[config.mk]
export PLATFORM = sky130hd
export DESIGN_NAME = fifo_resource_lock_with_yield
export DESIGN_NICKNAME = d
export VERILOG_FILES = /design/src/design/frlw_pkg.sv /design/src/design/fifo_resource_lock_with_yield.sv
export SDC_FILE = /design/constraint.sdc
export NUM_CORES = 1
export LEC_CHECK = 0
export ABC_AREA = 1
export BUFFER_PORTS_ARGS = -buffer_cell sky130_fd_sc_hd__buf_2
export CAP_MARGIN = 40
export CORE_MARGIN = 2
export CORE_UTILIZATION = 30
export CTS_CLUSTER_SIZE = 25
export DETAILED_ROUTE_END_ITERATION = 10
export SYNTH_ARGS = -nofsm -noshare
export SYNTH_HDL_FRONTEND = slang
export SYNTH_SLANG_ARGS = --single-unit
[constraint.sdc]
create_clock -name clock -period 11.85 [get_ports clock]
set_input_delay 0.5925 -clock clock [delete_from_list [all_inputs] [get_ports clock]]
set_output_delay 0.5925 -clock clock [all_outputs]
set_load 0.005 [all_outputs]
[src/design/frlw_pkg.sv]
// ---------------------------------------------------------------------------
// frlw_pkg
// Shared types and constants for the queued resource lock manager.
// ---------------------------------------------------------------------------
package frlw_pkg;

   localparam int NUM_RESOURCES = 8;
   localparam int NUM_CLIENTS   = 16;
   localparam int QUEUE_DEPTH   = 16;
   localparam int RES_W  = 3;
   localparam int CLI_W  = 4;
   localparam int POS_W  = 4;
   localparam int CNT_W  = 5;
   localparam int ADDR_W = RES_W + POS_W;

   localparam logic [1:0] OP_REQUEST = 2'd0;
   localparam logic [1:0] OP_RELEASE = 2'd1;
   localparam logic [1:0] OP_REL_ALL = 2'd2;
   localparam logic [1:0] OP_YIELD   = 2'd3;

   localparam logic [1:0] ST_DONE    = 2'd0;
   localparam logic [1:0] ST_QUEUED  = 2'd1;
   localparam logic [1:0] ST_NOT_OWN = 2'd2;
   localparam logic [1:0] ST_FULL    = 2'd3;

   typedef struct packed {
      logic [1:0]       req_type;
      logic [CLI_W-1:0] client;
      logic [RES_W-1:0] resource;
      logic             yield_value;
      logic [15:0]      tag;
   } req_type_type;

   typedef struct packed {
      logic             event_res;
      logic [CLI_W-1:0] grant_client;
      logic [RES_W-1:0] grant_resource;
      logic [15:0]      grant_tag;
      logic [1:0]       status;
      logic             resource_busy;
      logic             last;
   } rsp_type;

   typedef enum logic [3:0] {
      S_IDLE,
      S_DISPATCH,
      S_SCAN_RD,
      S_SCAN,
      S_SHIFT_RD,
      S_SHIFT_WR,
      S_RES_NEXT,
      S_EMIT,
      S_BUSY_RD,
      S_BUSY,
      S_FINAL
   } state_type;

endpackage

[src/design/fifo_resource_lock_with_yield.sv]
// ---------------------------------------------------------------------------
// fifo_resource_lock_with_yield
// Lock manager: eight resources with an owner and a FIFO of waiters each.
// ---------------------------------------------------------------------------
// One request beat at a time. A small sequencer walks the wait queues entry
// by entry through a queue memory with one read and one write port. A
// request runs the busy test twice, and a single release scans, shifts and
// tests once. Release-all and a yield change visit every resource, and
// release-all purges the client from every queue. Grant beats wait while
// the receiver holds them off. Grant beats go out in ascending resource
// order, then one final status beat with last set. req_ready is low from
// acceptance until the status beat has been taken.
module fifo_resource_lock_with_yield
   import frlw_pkg::*;
(
   input  logic         clock,
   input  logic         reset,
   input  logic         req_valid,
   output logic         req_ready,
   input  req_type_type req_data,
   output logic         rsp_valid,
   input  logic         rsp_ready,
   output rsp_type      rsp_data
);

   // queue memory
   logic [CLI_W-1:0] queue_mem [NUM_RESOURCES*QUEUE_DEPTH];
   logic [CLI_W-1:0] rd_data_ff;
   logic             mem_we;
   logic [ADDR_W-1:0] mem_waddr, mem_raddr;
   logic [CLI_W-1:0] mem_wdata;

   always_ff @(posedge clock) begin
      if (mem_we) queue_mem[mem_waddr] <= mem_wdata;
      rd_data_ff <= queue_mem[mem_raddr];
   end

   // state
   state_type state_ff, state_in, ret_ff, ret_in;
   logic [NUM_RESOURCES-1:0] own_v_ff, own_v_in;
   logic [CLI_W-1:0] own_id_ff [NUM_RESOURCES];
   logic [CLI_W-1:0] own_id_in [NUM_RESOURCES];
   logic [NUM_CLIENTS-1:0] yld_ff, yld_in;
   logic [CNT_W-1:0] cnt_ff [NUM_RESOURCES];
   logic [CNT_W-1:0] cnt_in [NUM_RESOURCES];
   req_type_type req_ff, req_in;
   logic [RES_W-1:0] k_ff, k_in;
   logic [CNT_W-1:0] i_ff, i_in;
   logic [1:0] st_ff, st_in;
   logic busy_ff, busy_in;
   // phase of multi-step ops: 0 first pass, 1 second pass / enqueue pending
   logic ph_ff, ph_in;
   logic rsp_v_ff, rsp_v_in;
   rsp_type rsp_ff, rsp_in;

   logic [CNT_W-1:0] cur_cnt;
   logic [CLI_W-1:0] cli;
   assign cli = req_ff.client;
   assign cur_cnt = cnt_ff[k_ff];

   always_ff @(posedge clock) begin
      if (reset) begin
         state_ff <= S_IDLE;
         own_v_ff <= '0;
         yld_ff   <= '0;
         rsp_v_ff <= 1'b0;
         k_ff     <= '0;
         for (int n = 0; n < NUM_RESOURCES; n++) begin
            cnt_ff[n]    <= '0;
            own_id_ff[n] <= '0;
         end
      end else begin
         state_ff <= state_in;
         own_v_ff <= own_v_in;
         yld_ff   <= yld_in;
         rsp_v_ff <= rsp_v_in;
         k_ff     <= k_in;
         for (int n = 0; n < NUM_RESOURCES; n++) begin
            cnt_ff[n]    <= cnt_in[n];
            own_id_ff[n] <= own_id_in[n];
         end
      end
      ret_ff  <= ret_in;
      req_ff  <= req_in;
      i_ff    <= i_in;
      st_ff   <= st_in;
      busy_ff <= busy_in;
      ph_ff   <= ph_in;
      rsp_ff  <= rsp_in;
   end

   assign req_ready = (state_ff == S_IDLE) && !rsp_v_ff;
   assign rsp_valid = rsp_v_ff;
   assign rsp_data  = rsp_ff;

   // Scan modes (in ret_ff of S_SCAN meaning): handled by op/phase below.
   // Entry match test used by scan: for handoff/busy the first non-yielder;
   // for removal/claim an entry equal to the client.
   logic want_handoff;   // scanning current resource for a hand-off
   always_comb begin
      want_handoff = 1'b0;
      case (req_ff.req_type)
         OP_RELEASE: want_handoff = 1'b1;
         OP_REL_ALL: want_handoff = ph_ff;
         OP_YIELD:   want_handoff = req_ff.yield_value;
         default:    want_handoff = 1'b0;
      endcase
   end

   // next state
   always_comb begin
      state_in = state_ff;
      ret_in   = ret_ff;
      req_in   = req_ff;
      k_in     = k_ff;
      i_in     = i_ff;
      st_in    = st_ff;
      busy_in  = busy_ff;
      ph_in    = ph_ff;
      own_v_in = own_v_ff;
      own_id_in = own_id_ff;
      yld_in   = yld_ff;
      cnt_in   = cnt_ff;
      rsp_v_in = rsp_v_ff;
      rsp_in   = rsp_ff;
      mem_we   = 1'b0;
      mem_waddr = {k_ff, i_ff[POS_W-1:0]};
      mem_wdata = cli;
      mem_raddr = {k_ff, i_ff[POS_W-1:0]};
      if (rsp_v_ff && rsp_ready) rsp_v_in = 1'b0;
      case (state_ff)
         S_IDLE: begin
            if (req_valid && !rsp_v_ff) begin
               req_in = req_data;
               st_in = ST_DONE;
               k_in = '0;
               i_in = '0;
               ph_in = 1'b0;
               state_in = S_DISPATCH;
            end
         end
         S_DISPATCH: begin
            state_in = S_BUSY_RD;
            i_in = '0;
            k_in = req_ff.resource;
            case (req_ff.req_type)
               OP_REQUEST: begin
                  // busy test first, then decide
                  ret_in = S_DISPATCH;
                  if (!ph_ff) begin
                     ph_in = 1'b1;
                     state_in = S_BUSY_RD;
                  end else begin
                     if (busy_ff || yld_ff[cli]) begin
                        if (cnt_ff[k_ff] >= CNT_W'(QUEUE_DEPTH)) begin
                           st_in = ST_FULL;
                        end else begin
                           mem_we = 1'b1;
                           mem_waddr = {k_ff, cnt_ff[k_ff][POS_W-1:0]};
                           cnt_in[k_ff] = cnt_ff[k_ff] + 1'b1;
                           st_in = ST_QUEUED;
                        end
                        ret_in = S_FINAL;
                        state_in = S_BUSY_RD;
                     end else begin
                        own_v_in[k_ff] = 1'b1;
                        own_id_in[k_ff] = cli;
                        rsp_in = '{1'b1, cli, k_ff, req_ff.tag, ST_DONE, 1'b0, 1'b0};
                        rsp_v_in = 1'b1;
                        ret_in = S_FINAL;
                        state_in = S_EMIT;
                     end
                  end
               end
               OP_RELEASE: begin
                  if (own_v_ff[k_in] && own_id_ff[k_in] == cli) begin
                     own_v_in[k_in] = 1'b0;
                     state_in = S_SCAN_RD;
                  end else begin
                     st_in = ST_NOT_OWN;
                     ret_in = S_FINAL;
                  end
               end
               OP_REL_ALL: begin
                  k_in = '0;
                  state_in = S_SCAN_RD;
               end
               default: begin
                  k_in = '0;
                  if (yld_ff[cli] == req_ff.yield_value) begin
                     ret_in = S_FINAL;
                     k_in = req_ff.resource;
                  end else begin
                     yld_in[cli] = req_ff.yield_value;
                     state_in = S_RES_NEXT;
                     ph_in = 1'b1; // first visit to resource 0
                  end
               end
            endcase
            if (state_in == S_BUSY_RD && req_ff.req_type != OP_REQUEST)
               ret_in = S_FINAL;
         end
         // per-resource entry for walking ops (release all, yield)
         S_RES_NEXT: begin
            i_in = '0;
            state_in = S_RES_NEXT;
            if (req_ff.req_type == OP_YIELD) begin
               if (!ph_ff) begin
                  // advance
                  if (k_ff == RES_W'(NUM_RESOURCES-1)) begin
                     k_in = req_ff.resource;
                     ret_in = S_FINAL;
                     state_in = S_BUSY_RD;
                  end else begin
                     k_in = k_ff + 1'b1;
                     ph_in = 1'b1;
                  end
               end else begin
                  ph_in = 1'b0;
                  if (req_ff.yield_value) begin
                     if (own_v_ff[k_ff] && own_id_ff[k_ff] == cli) begin
                        own_v_in[k_ff] = 1'b0;
                        state_in = S_SCAN_RD;
                     end
                  end else if (!own_v_ff[k_ff]) begin
                     state_in = S_SCAN_RD;
                  end
               end
            end else begin
               // release all: ph 0 = purge pass, ph 1 = owner pass
               if (k_ff == RES_W'(NUM_RESOURCES-1)) begin
                  k_in = '0;
                  if (!ph_ff) begin
                     ph_in = 1'b1;
                     state_in = S_SCAN_RD;
                     if (!(own_v_ff[0] && own_id_ff[0] == cli)) state_in = S_RES_NEXT;
                     else own_v_in[0] = 1'b0;
                     if (state_in == S_RES_NEXT) k_in = '0;
                     ret_in = S_IDLE; // marker: k=0 checked
                  end else begin
                     k_in = req_ff.resource;
                     ret_in = S_FINAL;
                     state_in = S_BUSY_RD;
                  end
               end else begin
                  k_in = k_ff + 1'b1;
                  if (!ph_ff) state_in = S_SCAN_RD;
                  else if (own_v_ff[k_in] && own_id_ff[k_in] == cli) begin
                     own_v_in[k_in] = 1'b0;
                     state_in = S_SCAN_RD;
                  end
               end
            end
         end
         S_SCAN_RD: begin
            mem_raddr = {k_ff, i_ff[POS_W-1:0]};
            if (i_ff >= cur_cnt) begin
               // no matching entry in this queue
               if (req_ff.req_type == OP_YIELD && req_ff.yield_value) begin
                  if (cur_cnt >= CNT_W'(QUEUE_DEPTH)) st_in = ST_FULL;
                  else begin
                     mem_we = 1'b1;
                     mem_waddr = {k_ff, cur_cnt[POS_W-1:0]};
                     cnt_in[k_ff] = cur_cnt + 1'b1;
                  end
               end
               state_in = (req_ff.req_type == OP_RELEASE) ? S_BUSY_RD : S_RES_NEXT;
               if (req_ff.req_type == OP_RELEASE) begin
                  ret_in = S_FINAL;
                  k_in = req_ff.resource;
               end
            end else state_in = S_SCAN;
         end
         S_SCAN: begin
            if (want_handoff ? !yld_ff[rd_data_ff] : (rd_data_ff == cli)) begin
               // remove entry i, then maybe grant
               state_in = S_SHIFT_RD;
            end else begin
               i_in = i_ff + 1'b1;
               state_in = S_SCAN_RD;
            end
         end
         S_SHIFT_RD: begin
            // on first entry remember the found client in rsp payload
            if (i_ff + 1'b1 >= cur_cnt) begin
               cnt_in[k_ff] = cur_cnt - 1'b1;
               if (want_handoff || req_ff.req_type == OP_YIELD) begin
                  own_v_in[k_ff] = 1'b1;
                  own_id_in[k_ff] = rsp_ff.grant_client;
                  rsp_in = '{1'b1, rsp_ff.grant_client, k_ff, 16'd0, ST_DONE,
                             1'b0, 1'b0};
                  rsp_v_in = 1'b1;
                  state_in = S_EMIT;
               end else begin
                  // purge: the shift moved the index, scan this queue again
                  i_in = '0;
                  state_in = S_SCAN_RD;
               end
            end else begin
               mem_raddr = {k_ff, POS_W'(i_ff + 1'b1)};
               state_in = S_SHIFT_WR;
            end
         end
         S_SHIFT_WR: begin
            mem_we = 1'b1;
            mem_waddr = {k_ff, i_ff[POS_W-1:0]};
            mem_wdata = rd_data_ff;
            i_in = i_ff + 1'b1;
            state_in = S_SHIFT_RD;
         end
         S_EMIT: begin
            if (!rsp_v_ff || rsp_ready) begin
               rsp_v_in = 1'b0;
               if (req_ff.req_type == OP_REQUEST) begin
                  ret_in = S_FINAL;
                  state_in = S_BUSY_RD;
                  i_in = '0;
               end else if (req_ff.req_type == OP_RELEASE) begin
                  ret_in = S_FINAL;
                  k_in = req_ff.resource;
                  i_in = '0;
                  state_in = S_BUSY_RD;
               end else if (req_ff.req_type == OP_YIELD && req_ff.yield_value) begin
                  i_in = cur_cnt;
                  state_in = S_SCAN_RD; // falls into enqueue at tail
               end else begin
                  state_in = S_RES_NEXT;
               end
            end
         end
         S_BUSY_RD: begin
            if (!own_v_ff[k_ff] && i_ff < cur_cnt) state_in = S_BUSY;
            else begin
               busy_in = own_v_ff[k_ff];
               state_in = ret_ff;
            end
         end
         S_BUSY: begin
            if (!yld_ff[rd_data_ff]) begin
               busy_in = 1'b1;
               state_in = ret_ff;
            end else begin
               i_in = i_ff + 1'b1;
               state_in = S_BUSY_RD;
               mem_raddr = {k_ff, POS_W'(i_ff + 1'b1)};
            end
         end
         S_FINAL: begin
            if (!rsp_v_ff || rsp_ready) begin
               rsp_in = '{1'b0, '0, '0, 16'd0, st_ff, busy_ff, 1'b1};
               rsp_v_in = 1'b1;
               state_in = S_IDLE;
            end
         end
         default: state_in = S_IDLE;
      endcase
      // grant payload staging: the found client rides in rsp_ff.grant_client
      if (state_ff == S_SCAN && state_in == S_SHIFT_RD && !rsp_v_ff)
         rsp_in.grant_client = rd_data_ff;
   end

   // assertions
   a_ready_idle: assert property (@(posedge clock) disable iff (reset)
      req_ready |-> !rsp_valid || rsp_data.last) else $error("ready while busy");
   a_last_status: assert property (@(posedge clock) disable iff (reset)
      rsp_valid && rsp_data.last |-> !rsp_data.event_res) else $error("bad last");
   a_cnt: assert property (@(posedge clock) disable iff (reset)
      cnt_ff[k_ff] <= CNT_W'(QUEUE_DEPTH)) else $error("queue overflow");

endmodule

==> results.ini <==
[cts]
cts_resized=0
cts_hold_buf=0
insertion_delay_ps=640
clkSinkCount=687
htreeDepth=3
cts_buffers=71
cts_tree=built
ctsRootBufferMaster=clkbuf_16
clkTransAtPathRegs_ps=60
cts_buffer_depth=3
post_cts_buffers=0

[timing]
rsz0062_at_grt=no
maxSlewViolCount=0
finalSetupViolCount=0
finalCritPeriodShare_pct=59.2
fin_crit_ps=7010
finClkSkew_ps=25.3
clock.fmax_mhz=143
slew_headroom_pct=38.3
hold_viol_final=0
worst_hold_slack_ps=137
tns_ps=0
worstMarginPinSlew_ps=926

[logic_synthesis]
synthTopCellsByCount=nand2_1 (633), edfxtp_1 (579), nand3_1 (535)
syn-cell-area_sq_um=33300
synth_edf_count=579
syn_area_per_cell_sq_um=9.34
syn_nets=3619
yosys.area.top_type_share_pct=52.2
async_reset_ff_share_pct=0
synth-seq-cells=687
synth-main-ff-cell=edfxtp_1
synth.most_common_cell=nand2_1
synth.distinct_cells=53
yosysSeqAreaShare_pct=58.6
syn-instance-count=3570
yosysTopAreaCell=edfxtp_1
ys_warn_count=0
synth_area_leaders=edfxtp_1 (52%), nand3_1 (8.0%), nand2_1 (7.1%), dfxtp_1 (6.5%), inv_1 (5.4%)

[critical_path]
critical_path_class=flop to flop
path_depth=26
crit_family=simple AND/OR/NAND/NOR gates
r2r_start=k_ff[0]
crit_path_frequent_cell=nand2_1
r2r_slack_ps=4840
cp-start-kind=flop
cpMaxStageDelayCell=buf_4
end_kind=flop
path_buf_inv=4
cp-startpoint=k_ff[0]
endpoint=rd_data_ff[1]
slowest_delay_ps=790
reg2reg_depth=26
r2r-end=rd_data_ff[1]
cp.required_ps=12380
worstPathArrival_ps=7540
cp_max_fo=102

[flow_run]
cap_violations=0

[power_and_ir_drop]
leakagePower_nw=14.2
p_total_w=0.00867
power.density_nw_per_um2=232
irDropWorstVdd_v=0.000134

[final_layout]
regArea_sq_um=19500
area_growth_pct=12.0
drive_gt1_share_pct=7.21
num-fill-cells=11200
multi_input_area_sq_um=11100
design_area_sq_um=37300
final_nets=3603
final_cells=5096
antenna-diode-count=0

[global_routing]
grt_pass1_wl_mm=147
groute.layer.met2.usage_pct=27.1
track_usage_pct=16.6
grt.met3_usage_pct=2.61
top_usage_layer=met2
antenna_found_initial=0
grt_max_degree=103
grt_remaining_overflow=0
grt_pass1_vias=24600
met1_usage_pct=22.2

[placement]
placedCellCount=4969
place.gp.congestion=0.945
numPortBuffers=59
dp.final_hpwl_mm=59.8
place_area_sq_um=35100

[hold_path]
hp-start=req_data[24]
min_path_type=input pin to flop

[die]
fp.dieW_um=337
num_rows=122
pin_count=60
die-area_sq_um=114000
initial_core_util_pct=30.2
die_h_um=337
core_area_sq_um=110000

[detailed_routing]
routedWlPerCell_um=18.8
firstDrtPassIters=6
drtIter0Drc=2332
vias_per_cell=5.03
vias=25600
detail-route-antenna-nets=0
wl_mm=96.0
drc_errors=0

[run_status]
status=complete, no violations

## logic make-up after synthesis
kind of cell,synth area share (%)
flops,58.6
fa+ha+maj,0.713
xor+xnor,0.447
buf+inv,8.33
simple gates,24.6
compound gates,7.30
## placed cells by master (no fill, tap or decap), types with 17 or more instances in the layout
master	n
o21ai_0	151
clkbuf_16	73
buf_2	60
edfxtp_1	579
nand3_1	535
o211ai_1	27
buf_4	33
nand2_1	631
nand4_1	18
dfxtp_1	108
nand3b_1	188
clkbuf_1	19
inv_1	478
clkinv_2	17
a21oi_1	128
ha_1	19
nor2_1	328
o22ai_1	28
## worst min path at each step
stage | slack, ps | cells past startpoint | endpoint
3_5_place_dp | 450 | 2 | cnt_ff[32]
2_1_floorplan | 430 | 2 | cnt_ff[31]
4_1_cts | 110 | 1 | req_ff[14]
3_3_place_gp | 440 | 2 | cnt_ff[32]
6_report | 140 | 1 | req_ff[24]
5_1_grt | 110 | 1 | req_ff[13]
## flip-flops by register name (all words and copies together), names as in the netlist
name        count
queue_mem     512
cnt_ff         40
own_id_ff      32
rsp_data       28
req_ff         22
yld_ff         16
own_v_ff        8
i_ff            5
cli             4
rd_data_ff      4
ret_ff          4
state_ff        4
k_ff            3
st_ff           2
busy_ff         1
ph_ff           1
rsp_valid       1
## through the flow
| stage | setup slack (ps) | util [%] |
|---|---|---|
| floorplan | 4940 | - |
| global placement | 4970 | 31.7 |
| detailed placement | 4840 | 31.8 |
| CTS | 4830 | 33.8 |
| global route | 4200 | 33.8 |
| finish | 4840 | 33.8 |
## layout make-up
type,instances,area share (%)
Multi-Input combinational cell,2196,29.8
Inverter,498,5.03
Clock inverter,35,0.821
Clock buffer,92,5.08
Sequential cell,687,52.4
Tap cell,1488,4.99
Timing Repair Buffer,100,1.96
## report_power, final
| group | total, W | internal [W] | switching (W) |
|---|---|---|---|
| sequential | 0.00309 | 0.00296 | 0.000137 |
| combinational | 0.00342 | 0.000913 | 0.00250 |
| clock | 0.00216 | 0.00119 | 0.000970 |
## metal layers
metal	routed length (um)	part of all wire (%)
met1	41300	43
met2	45000	47
met3	6610	6.9
met4	3110	3.2
met5	0	0
Power figures use the tool's default switching activity.
